==> config.mk <==
export PLATFORM = sky130hd
export DESIGN_NAME = json_string_unescape_utf8
export DESIGN_NICKNAME = d
export VERILOG_FILES = /design/src/hdl/jsu_pkg.sv /design/src/hdl/jsu_front.sv /design/src/hdl/jsu_queue.sv /design/src/hdl/jsu_back.sv /design/src/hdl/json_string_unescape_utf8.sv
export SDC_FILE = /design/constraint.sdc
export NUM_CORES = 1
export LEC_CHECK = 0
export BUFFER_PORTS_ARGS = -buffer_cell sky130_fd_sc_hd__buf_2
export CAP_MARGIN = 20
export CORE_MARGIN = 2
export CORE_UTILIZATION = 55
export CTS_BUF_LIST = sky130_fd_sc_hd__clkbuf_4 sky130_fd_sc_hd__clkbuf_8 sky130_fd_sc_hd__clkbuf_16
export CTS_CLUSTER_SIZE = 40
export DETAILED_ROUTE_END_ITERATION = 6
export PLACE_DENSITY = 0.72
export SLEW_MARGIN = 10
export SYNTH_ARGS = -nofsm -noshare
export SYNTH_HDL_FRONTEND = slang
export SYNTH_SLANG_ARGS = --single-unit
==> constraint.sdc <==
create_clock -name clk_i -period 4.6 [get_ports clk_i]
set_input_delay 0.92 -clock clk_i [delete_from_list [all_inputs] [get_ports clk_i]]
set_output_delay 0.92 -clock clk_i [all_outputs]
set_load 0.05 [all_outputs]
==> src/hdl/jsu_pkg.sv <==
// Shared types and constants of the JSON string unescaper.
`timescale 1ns / 1ps
`default_nettype none
package jsu_pkg;

  typedef enum logic [2:0] {
    ST_BYTE     = 3'd0,
    ST_DONE     = 3'd1,
    ST_EXP_QUOT = 3'd2,
    ST_BAD_ESC  = 3'd3,
    ST_SHORT_U  = 3'd4,
    ST_BAD_HEX  = 3'd5,
    ST_BAD_CHAR = 3'd6,
    ST_UNTERM   = 3'd7
  } status_e;

  localparam int unsigned QDEPTH = 4;
  localparam int unsigned QAW    = $clog2(QDEPTH);

  typedef struct packed {
    logic        flush_en;
    logic [15:0] flush_cp;
    logic        cp_en;
    logic        cp_raw;
    logic [20:0] cp;
    logic        st_en;
    status_e     st;
  } cmd_t;

endpackage
`default_nettype wire

==> src/hdl/jsu_front.sv <==
// Front end: string state machine that turns each input byte into at most one emit command.
`timescale 1ns / 1ps
`default_nettype none
module jsu_front import jsu_pkg::*; (
  input  logic       clk_i,
  input  logic       rst_ni,
  input  logic       accept_i,
  input  logic [7:0] byte_i,
  input  logic       end_i,
  output logic       push_o,
  output cmd_t       cmd_o
);

  typedef enum logic [2:0] {
    PH_WAIT, PH_BODY, PH_ESC, PH_HEX, PH_HIGH, PH_HIGH_ESC
  } phase_e;

  localparam logic [7:0] CH_QUOTE = 8'h22;
  localparam logic [7:0] CH_BSL   = 8'h5C;
  localparam logic [7:0] CH_SLASH = 8'h2F;
  localparam logic [7:0] CH_B     = 8'h62;
  localparam logic [7:0] CH_F     = 8'h66;
  localparam logic [7:0] CH_N     = 8'h6E;
  localparam logic [7:0] CH_R     = 8'h72;
  localparam logic [7:0] CH_T     = 8'h74;
  localparam logic [7:0] CH_U     = 8'h75;

  phase_e      phase_q, phase_d;
  logic [15:0] acc_q, acc_d;
  logic [1:0]  cnt_q, cnt_d;
  logic        bad_q, bad_d;
  logic [15:0] ph_q, ph_d;
  logic        pv_q, pv_d;

  logic [3:0]  hex_v;
  logic        hex_ok;
  logic [15:0] acc_new;
  logic        bad_new;
  logic        do_body, do_esc, do_code;
  logic [15:0] code;
  cmd_t        cmd;

  always_comb begin
    hex_ok = 1'b1;
    hex_v  = 4'd0;
    if (byte_i >= 8'h30 && byte_i <= 8'h39) begin
      hex_v = byte_i[3:0];
    end else if ((byte_i >= 8'h61 && byte_i <= 8'h66) ||
                 (byte_i >= 8'h41 && byte_i <= 8'h46)) begin
      hex_v = byte_i[3:0] + 4'd9;
    end else begin
      hex_ok = 1'b0;
    end
    acc_new = {acc_q[11:0], hex_v};
    bad_new = bad_q | ~hex_ok;
  end

  always_comb begin
    phase_d = phase_q;
    acc_d   = acc_q;
    cnt_d   = cnt_q;
    bad_d   = bad_q;
    ph_d    = ph_q;
    pv_d    = pv_q;
    cmd     = '0;
    do_body = 1'b0;
    do_esc  = 1'b0;
    do_code = 1'b0;
    code    = acc_new;
    if (accept_i) begin
      if (end_i) begin
        phase_d = PH_WAIT;
        case (phase_q)
          PH_BODY: begin
            cmd.st_en = 1'b1; cmd.st = ST_UNTERM; pv_d = 1'b0;
          end
          PH_ESC: begin
            cmd.st_en = 1'b1; cmd.st = ST_BAD_ESC; pv_d = 1'b0;
          end
          PH_HEX: begin
            cmd.flush_en = pv_q; cmd.flush_cp = ph_q;
            cmd.st_en = 1'b1; cmd.st = ST_SHORT_U; pv_d = 1'b0;
          end
          PH_HIGH: begin
            cmd.flush_en = pv_q; cmd.flush_cp = ph_q;
            cmd.st_en = 1'b1; cmd.st = ST_UNTERM; pv_d = 1'b0;
          end
          PH_HIGH_ESC: begin
            cmd.flush_en = pv_q; cmd.flush_cp = ph_q;
            cmd.st_en = 1'b1; cmd.st = ST_BAD_ESC; pv_d = 1'b0;
          end
          default: begin
          end
        endcase
      end else begin
        case (phase_q)
          PH_BODY: do_body = 1'b1;
          PH_ESC:  do_esc  = 1'b1;
          PH_HEX: begin
            acc_d = acc_new;
            bad_d = bad_new;
            cnt_d = cnt_q + 2'd1;
            if (cnt_q == 2'd3) begin
              if (bad_new) begin
                cmd.flush_en = pv_q; cmd.flush_cp = ph_q;
                cmd.st_en = 1'b1; cmd.st = ST_BAD_HEX;
                pv_d = 1'b0; phase_d = PH_WAIT;
              end else begin
                do_code = 1'b1;
              end
            end
          end
          PH_HIGH: begin
            if (byte_i == CH_BSL) begin
              phase_d = PH_HIGH_ESC;
            end else begin
              cmd.flush_en = pv_q; cmd.flush_cp = ph_q; pv_d = 1'b0;
              do_body = 1'b1;
            end
          end
          PH_HIGH_ESC: begin
            if (byte_i == CH_U) begin
              phase_d = PH_HEX; acc_d = '0; cnt_d = '0; bad_d = 1'b0;
            end else begin
              cmd.flush_en = pv_q; cmd.flush_cp = ph_q; pv_d = 1'b0;
              do_esc = 1'b1;
            end
          end
          default: begin
            if (byte_i == CH_QUOTE) begin
              phase_d = PH_BODY;
            end else begin
              phase_d = PH_WAIT; pv_d = 1'b0;
              cmd.st_en = 1'b1; cmd.st = ST_EXP_QUOT;
            end
          end
        endcase
      end
    end

    if (do_code) begin
      phase_d = PH_BODY;
      if (pv_q && code >= 16'hDC00 && code <= 16'hDFFF) begin
        cmd.cp_en = 1'b1;
        cmd.cp    = 21'h10000 + {1'b0, ph_q[9:0], code[9:0]};
        pv_d      = 1'b0;
      end else begin
        cmd.flush_en = pv_q; cmd.flush_cp = ph_q; pv_d = 1'b0;
        if (code >= 16'hD800 && code <= 16'hDBFF) begin
          ph_d = code; pv_d = 1'b1; phase_d = PH_HIGH;
        end else begin
          cmd.cp_en = 1'b1; cmd.cp = {5'd0, code};
        end
      end
    end

    if (do_body) begin
      phase_d = PH_BODY;
      if (byte_i == CH_QUOTE) begin
        cmd.st_en = 1'b1; cmd.st = ST_DONE; phase_d = PH_WAIT;
      end else if (byte_i == CH_BSL) begin
        phase_d = PH_ESC;
      end else begin
        cmd.cp_en = 1'b1; cmd.cp_raw = 1'b1; cmd.cp = {13'd0, byte_i};
      end
    end

    if (do_esc) begin
      phase_d = PH_BODY;
      case (byte_i)
        CH_QUOTE, CH_BSL, CH_SLASH: begin
          cmd.cp_en = 1'b1; cmd.cp = {13'd0, byte_i};
        end
        CH_B: begin cmd.cp_en = 1'b1; cmd.cp = 21'h08; end
        CH_F: begin cmd.cp_en = 1'b1; cmd.cp = 21'h0C; end
        CH_N: begin cmd.cp_en = 1'b1; cmd.cp = 21'h0A; end
        CH_R: begin cmd.cp_en = 1'b1; cmd.cp = 21'h0D; end
        CH_T: begin cmd.cp_en = 1'b1; cmd.cp = 21'h09; end
        CH_U: begin
          phase_d = PH_HEX; acc_d = '0; cnt_d = '0; bad_d = 1'b0;
        end
        default: begin
          cmd.st_en = 1'b1; cmd.st = ST_BAD_CHAR;
          phase_d = PH_WAIT; pv_d = 1'b0;
        end
      endcase
    end
  end

  assign cmd_o  = cmd;
  assign push_o = accept_i & (cmd.flush_en | cmd.cp_en | cmd.st_en);

  always_ff @(posedge clk_i or negedge rst_ni) begin
    if (!rst_ni) begin
      phase_q <= PH_WAIT;
      acc_q   <= '0;
      cnt_q   <= '0;
      bad_q   <= 1'b0;
      ph_q    <= '0;
      pv_q    <= 1'b0;
    end else begin
      phase_q <= phase_d;
      acc_q   <= acc_d;
      cnt_q   <= cnt_d;
      bad_q   <= bad_d;
      ph_q    <= ph_d;
      pv_q    <= pv_d;
    end
  end

endmodule
`default_nettype wire

==> src/hdl/jsu_queue.sv <==
// Command queue between the front end and the output sequencer.
`timescale 1ns / 1ps
`default_nettype none
module jsu_queue import jsu_pkg::*; (
  input  logic clk_i,
  input  logic rst_ni,
  input  logic push_i,
  input  cmd_t cmd_i,
  output logic full_o,
  input  logic pop_i,
  output logic valid_o,
  output cmd_t cmd_o
);

  cmd_t           mem_q [QDEPTH];
  logic [QAW-1:0] wr_q, rd_q;
  logic [QAW:0]   cnt_q;

  assign full_o  = (cnt_q == (QAW+1)'(QDEPTH));
  assign valid_o = (cnt_q != '0);
  assign cmd_o   = mem_q[rd_q];

  always_ff @(posedge clk_i) begin
    if (push_i) begin
      mem_q[wr_q] <= cmd_i;
    end
  end

  always_ff @(posedge clk_i or negedge rst_ni) begin
    if (!rst_ni) begin
      wr_q  <= '0;
      rd_q  <= '0;
      cnt_q <= '0;
    end else begin
      if (push_i) begin
        wr_q <= wr_q + QAW'(1);
      end
      if (pop_i) begin
        rd_q <= rd_q + QAW'(1);
      end
      if (push_i && !pop_i) begin
        cnt_q <= cnt_q + (QAW+1)'(1);
      end else if (pop_i && !push_i) begin
        cnt_q <= cnt_q - (QAW+1)'(1);
      end
    end
  end

endmodule
`default_nettype wire

==> src/hdl/jsu_back.sv <==
// Back end: expands one command into UTF-8 bytes and any closing status, one per cycle while out_ready_i is high.
`timescale 1ns / 1ps
`default_nettype none
module jsu_back import jsu_pkg::*; (
  input  logic       clk_i,
  input  logic       rst_ni,
  input  logic       q_valid_i,
  input  cmd_t       q_cmd_i,
  output logic       pop_o,
  output logic       out_valid_o,
  input  logic       out_ready_i,
  output logic [7:0] out_byte_o,
  output status_e    out_status_o,
  output logic       out_last_o
);

  cmd_t       cur_q;
  logic       cur_valid_q;
  logic [2:0] idx_q;

  logic       out_valid_q;
  logic [7:0] out_byte_q;
  status_e    out_status_q;
  logic       out_last_q;

  logic [7:0] fb [3];
  logic [7:0] cb [4];
  logic [2:0] fn, cn, sn, n, j;
  logic [7:0] sel_byte;
  status_e    sel_st;
  logic       sel_last;
  logic       adv;
  logic [20:0] cp;

  always_comb begin
    cp    = cur_q.cp;
    fb[0] = {4'hE, cur_q.flush_cp[15:12]};
    fb[1] = {2'b10, cur_q.flush_cp[11:6]};
    fb[2] = {2'b10, cur_q.flush_cp[5:0]};
    cb[0] = cp[7:0];
    cb[1] = 8'h00;
    cb[2] = 8'h00;
    cb[3] = 8'h00;
    if (cur_q.cp_raw || cp < 21'h80) begin
      cn = 3'd1;
    end else if (cp < 21'h800) begin
      cn    = 3'd2;
      cb[0] = {3'b110, cp[10:6]};
      cb[1] = {2'b10, cp[5:0]};
    end else if (cp < 21'h10000) begin
      cn    = 3'd3;
      cb[0] = {4'hE, cp[15:12]};
      cb[1] = {2'b10, cp[11:6]};
      cb[2] = {2'b10, cp[5:0]};
    end else begin
      cn    = 3'd4;
      cb[0] = {5'b11110, cp[20:18]};
      cb[1] = {2'b10, cp[17:12]};
      cb[2] = {2'b10, cp[11:6]};
      cb[3] = {2'b10, cp[5:0]};
    end
    if (!cur_q.cp_en) begin
      cn = 3'd0;
    end
    fn = cur_q.flush_en ? 3'd3 : 3'd0;
    sn = cur_q.st_en ? 3'd1 : 3'd0;
    n  = fn + cn + sn;
    j  = idx_q - fn;
    if (idx_q < fn) begin
      sel_byte = fb[idx_q[1:0]];
      sel_st   = ST_BYTE;
    end else if (j < cn) begin
      sel_byte = cb[j[1:0]];
      sel_st   = ST_BYTE;
    end else begin
      sel_byte = 8'h00;
      sel_st   = cur_q.st;
    end
    sel_last = (idx_q == n - 3'd1);
  end

  assign adv   = !out_valid_q || out_ready_i;
  assign pop_o = q_valid_i && (!cur_valid_q || (adv && sel_last));

  always_ff @(posedge clk_i or negedge rst_ni) begin
    if (!rst_ni) begin
      cur_valid_q <= 1'b0;
      idx_q       <= '0;
      out_valid_q <= 1'b0;
    end else begin
      if (adv) begin
        out_valid_q <= cur_valid_q;
      end
      if (adv && cur_valid_q) begin
        idx_q <= sel_last ? 3'd0 : idx_q + 3'd1;
      end
      if (pop_o) begin
        cur_valid_q <= 1'b1;
      end else if (adv && cur_valid_q && sel_last) begin
        cur_valid_q <= 1'b0;
      end
    end
  end

  always_ff @(posedge clk_i) begin
    if (pop_o) begin
      cur_q <= q_cmd_i;
    end
    if (adv && cur_valid_q) begin
      out_byte_q   <= sel_byte;
      out_status_q <= sel_st;
      out_last_q   <= sel_last;
    end
  end

  assign out_valid_o  = out_valid_q;
  assign out_byte_o   = out_byte_q;
  assign out_status_o = out_status_q;
  assign out_last_o   = out_last_q;

endmodule
`default_nettype wire

==> src/hdl/json_string_unescape_utf8.sv <==
// JSON string unescaper: raw text bytes in, decoded UTF-8 bytes and a status out.
//
// Input stream: s_axis_tdata carries one raw text byte, s_axis_tlast marks the end
// of the text and then carries no byte. Output stream: m_axis_tdata is a decoded
// byte, m_axis_tuser the status (zero for a byte, else done or an error code, with
// a zero data byte), m_axis_tlast flags the final result caused by an input byte.
// An input byte may cause no result or up to six.
// Throughput: one input byte per cycle while each byte causes at most one result and
// the receiver is ready; an input byte with several results occupies the output
// sequencer until all its results are out, and a four-entry command queue absorbs
// such bursts. The input stalls only when that queue is full.
// Reset clears the decode state (waiting for an opening quote), the queue and the
// output valid flag. When the receiver stalls, the output register holds its result,
// the sequencer and queue back up, and s_axis_tready falls once the queue fills.
`timescale 1ns / 1ps
`default_nettype none
module json_string_unescape_utf8 import jsu_pkg::*; (
  input  logic       clk_i,
  input  logic       rst_ni,
  input  logic       s_axis_tvalid,
  output logic       s_axis_tready,
  input  logic [7:0] s_axis_tdata,   // [7:0] in_byte
  input  logic       s_axis_tlast,
  output logic       m_axis_tvalid,
  input  logic       m_axis_tready,
  output logic [7:0] m_axis_tdata,   // [7:0] out_byte
  output logic [2:0] m_axis_tuser,   // [2:0] status
  output logic       m_axis_tlast
);

  logic    accept, push, full, pop, q_valid;
  cmd_t    push_cmd, q_cmd;
  status_e out_st;

  assign s_axis_tready = !full;
  assign accept        = s_axis_tvalid && s_axis_tready;

  jsu_front u_front (
    .clk_i    (clk_i),
    .rst_ni   (rst_ni),
    .accept_i (accept),
    .byte_i   (s_axis_tdata),
    .end_i    (s_axis_tlast),
    .push_o   (push),
    .cmd_o    (push_cmd)
  );

  jsu_queue u_queue (
    .clk_i   (clk_i),
    .rst_ni  (rst_ni),
    .push_i  (push),
    .cmd_i   (push_cmd),
    .full_o  (full),
    .pop_i   (pop),
    .valid_o (q_valid),
    .cmd_o   (q_cmd)
  );

  jsu_back u_back (
    .clk_i        (clk_i),
    .rst_ni       (rst_ni),
    .q_valid_i    (q_valid),
    .q_cmd_i      (q_cmd),
    .pop_o        (pop),
    .out_valid_o  (m_axis_tvalid),
    .out_ready_i  (m_axis_tready),
    .out_byte_o   (m_axis_tdata),
    .out_status_o (out_st),
    .out_last_o   (m_axis_tlast)
  );

  assign m_axis_tuser = out_st;

endmodule
`default_nettype wire

==> impl_metrics.py <==
metrics = {
    "sta": {
        "fmax_mhz": 233,
        "setup-tns-final_ps": 0,
        "rsz0062_at_grt": "false",
        "setup_viol": 0,
        "final-max-slew-violation-count": 0,
        "max-slew-margin-rel": 0.542,
        "report.final.hold_viol_count": 0,
        "tightest_slew_ps": 685,
        "timing.final.crit_share": 0.934,
        "fin_worst_skew_ps": 18.8,
        "fin_crit_ps": 4300,
    },
    "drt": {
        "detailroute.via_count": 7254,
        "detail_route.vias_per_cell": 6.16,
        "first_pass_detailed_route_iteration_total": 5,
        "ant_nets": 0,
        "drt_iter0_markers": 721,
        "routed_wire_length_per_instance_um": 21.6,
        "route.final.wire_length_um": 25400,
        "drc": 0,
    },
    "setup_path": {
        "worst-path-max-fanout": 13,
        "critical_path.reg2reg.startpoint": "u_back.cp[20]",
        "rrSetupSlack_ps": 300,
        "crit_type": "flop to flop",
        "critPathCaptureType": "flop",
        "reg2reg_depth": 19,
        "data_required_time_of_the_worst_path_ps": 5040,
        "timing.rr.end": "u_queue.cnt_q[2]",
        "endpoint_arrival_time_on_the_critical_path_ps": 4740,
        "setup.worst_path.start_class": "flop",
    },
    "floorplan": {
        "core.rowCount": 55,
        "die_h_um": 154,
        "die-width_um": 154,
        "initial_core_util": 0.554,
        "io_pins": 27,
        "floorplan.core_area_um2": 22400,
        "design.die.area_um2": 23800,
    },
    "synth": {
        "synth_area_leaders": "edfxtp_1 56%, dfrtp_1 9.5%, mux4_2 8.0%",
        "synth.top_cell.area_share": 0.560,
        "netlist_instances": 834,
        "ys_seq_elements": 279,
        "synth-seq-area-share": 0.655,
        "synth.net_count": 871,
        "largest_area_contributor_in_the_synthesized_netlist": "edfxtp_1",
        "syn_area_per_cell_um2": 14.9,
        "synthDistinctLibCells": 85,
        "netlist_area_um2": 12400,
        "postSynth.asyncResetShare": 0.168,
        "post_synth_most_frequent_cells": "232 x edfxtp_1, 58 x nor2_1, 48 x nand2_1, 47 x dfrtp_1, 44 x mux4_2",
        "yosys.cell_count.top_type": "edfxtp_1",
        "synth_edf_count": 232,
        "yosys_most_used_dff": "edfxtp_1",
        "yosysWarningCount": 0,
    },
    "power_and_ir_drop": {
        "internal-power_mw": 5.82,
        "ir_worst_vdd_uv": 337,
        "power.density_nw_per_um2": 628,
        "leakage_nw": 5.23,
        "switching_share": 0.334,
        "clkPwrFrac": 0.259,
        "power_frac_comb": 0.319,
        "p_sw_mw": 2.92,
        "register_share_of_total_power": 0.422,
    },
    "clock_tree": {
        "clock_tree.buffer_depth": 3,
        "postCtsHoldBufs": 0,
        "post_cts_repair_setup_buffers": 0,
        "cts-buffers-inserted": 28,
        "cts.htree.levels": 1,
        "cts_root_buffer": "clkbuf_16",
        "clkLatencyLatePin_ps": 540,
        "cts_tree": "built",
        "clock-sinks": 279,
        "cts_resized": 0,
        "path_clk_slew_ps": 70,
    },
    "grt": {
        "via_count_of_the_first_global_routing_pass": 7082,
        "wire_length_of_the_first_global_routing_pass_um": 40400,
        "grt.total_usage": 0.220,
        "grt_start_max_net_pins": 48,
        "grt-ovfl-total": 0,
        "grt_antenna_before_repair": 0,
    },
    "final_layout": {
        "layout.filler_cells": 1624,
        "layout-area-overhead-vs-synth_pct": 11.9,
        "layout-drive-gt1-share": 0.215,
        "fin_cells": 1178,
        "antenna-diode-count": 0,
        "nNetsFinal": 909,
    },
    "place": {
        "numPortBuffers": 26,
        "finalWeightedCongestion": 0.916,
        "place.detailed.hpwl_um": 17000,
        "dp.cells": 1126,
    },
    "outcome": {
        "outcome": "finished, final reports clean",
    },
    "min_path": {
        "worstHoldEndpoint": "u_front.ph_q[12]",
        "hold_depth": 1,
        "holdCritStartpoint": "u_front.ph_q[12]",
        "hold_removal_path_class": "flop to flop",
    },
    "flow_run": {
        "max_cap_violations": 0,
    },
}
-- cell usage in the layout, fill, tap and decap left out, types with 7 or more instances in the layout --
master,Yosys,routed
nor2_1,58,58
nor2b_1,16,16
edfxtp_1,232,232
nand3_1,19,19
mux2i_1,8,8
o21ai_0,37,37
inv_1,29,28
clkbuf_4,0,9
mux2_2,12,12
a21oi_1,21,21
buf_4,3,15
xor2_1,7,7
xnor2_1,11,11
clkbuf_16,0,29
o22ai_1,8,8
nor3_1,12,12
and3_1,12,12
nand2_1,48,48
dfrtp_1,47,45
a22oi_1,16,16
ha_1,21,21
buf_2,9,26
mux4_2,44,44
-- cells by family after synthesis --
kind of cell	Yosys count	synth area share
mux	65	0.0982
xor+xnor	18	0.0127
buf+inv	69	0.0232
simple gates	227	0.0983
flops	279	0.655
fa+ha+maj	24	0.0260
compound gates	152	0.0866
-- registers in the layout, indices dropped and copies added, names as in the netlist --
name                 cells
u_back.cp               21
u_back.cur_q            23
u_back.cur_valid_q       1
u_back.idx_q             3
u_back.out_byte_o        8
u_back.out_last_o        1
u_back.out_status_o      3
u_back.out_valid_o       1
u_front.acc_q           12
u_front.bad_q            1
u_front.cnt_q            2
u_front.ph_q            16
u_front.phase_q          3
u_front.pv_q             1
u_queue.cnt_q            3
u_queue.mem_q          176
u_queue.rd_q             2
u_queue.wr_q             2
-- stage by stage --
| stage | utilization | hold slack [ps] | power, mW | cell area, um^2 | setup slack [ps] |
|---|---|---|---|---|---|
| 2_1_floorplan | - | 431 | 5.74 | 12400 | 235 |
| 3_3_place_gp | 0.578 | 445 | 6.50 | 13000 | 432 |
| 3_5_place_dp | 0.578 | 445 | 6.52 | 13000 | 343 |
| 4_1_cts | 0.619 | 460 | 8.78 | 13900 | 293 |
| 5_1_grt | 0.620 | 474 | 9.18 | 13900 | 112 |
| 6_report | 0.620 | 461 | 8.74 | 13900 | 302 |
-- layout make-up --
| class | count | area, um^2 | area share |
|---|---|---|---|
| clock inverter | 12 | 121 | 0.00872 |
| sequential | 279 | 8150 | 0.585 |
| timing repair buffer | 47 | 363 | 0.0261 |
| inverter | 30 | 113 | 0.00809 |
| multi-input combinational | 486 | 4010 | 0.288 |
| tap | 285 | 357 | 0.0256 |
| clock buffer | 39 | 807 | 0.0580 |
-- worst max-delay path, cell delays in order, from the launching register on --
cell	delay, ps
edfxtp_1	390
or4_4	570
or2_4	320
a21oi_2	140
o21ai_2	90
ha_1	290
inv_1	40
ha_1	180
fa_1	370
xnor2_1	190
xnor2_1	150
nor3_2	80
a21bo_4	220
nand2b_2	100
ha_1	200
inv_1	60
fa_1	370
xor2_1	150
nor2_1	120
xor2_1	170
-- per-layer routing --
| layer | wire length (um) | GRT usage | up-vias |
|---|---|---|---|
| li1 | - | - | 3310 |
| met1 | 11000 | 0.319 | 3589 |
| met2 | 12000 | 0.347 | 304 |
| met3 | 1560 | 0.0308 | 51 |
| met4 | 883 | 0.0780 | 0 |
| met5 | 0 | 0 | - |
-- power groups by stage --
stage,registers (mW),logic [mW],clock network (mW)
after floorplan,3.77,1.98,0
after global placement,3.77,2.72,0
after detailed placement,3.79,2.73,0
after CTS,3.74,2.75,2.30
after global routing,3.74,3.04,2.40
final,3.69,2.79,2.26
-- worst max-delay path by stage --
| stage | start | to | cells after the start |
|---|---|---|---|
| floorplan | u_back.cp[20] | u_back.cp[0] | 13 |
| global placement | u_back.cp[20] | u_queue.cnt_q[1] | 17 |
| detailed placement | s_axis_tdata[0] | u_queue.cnt_q[2] | 15 |
| CTS | u_back.cp[20] | u_queue.cnt_q[2] | 19 |
| global route | u_back.cp[20] | u_queue.cnt_q[2] | 19 |
| finish | u_back.cp[20] | u_queue.cnt_q[2] | 19 |
Power figures use the tool's default switching activity.
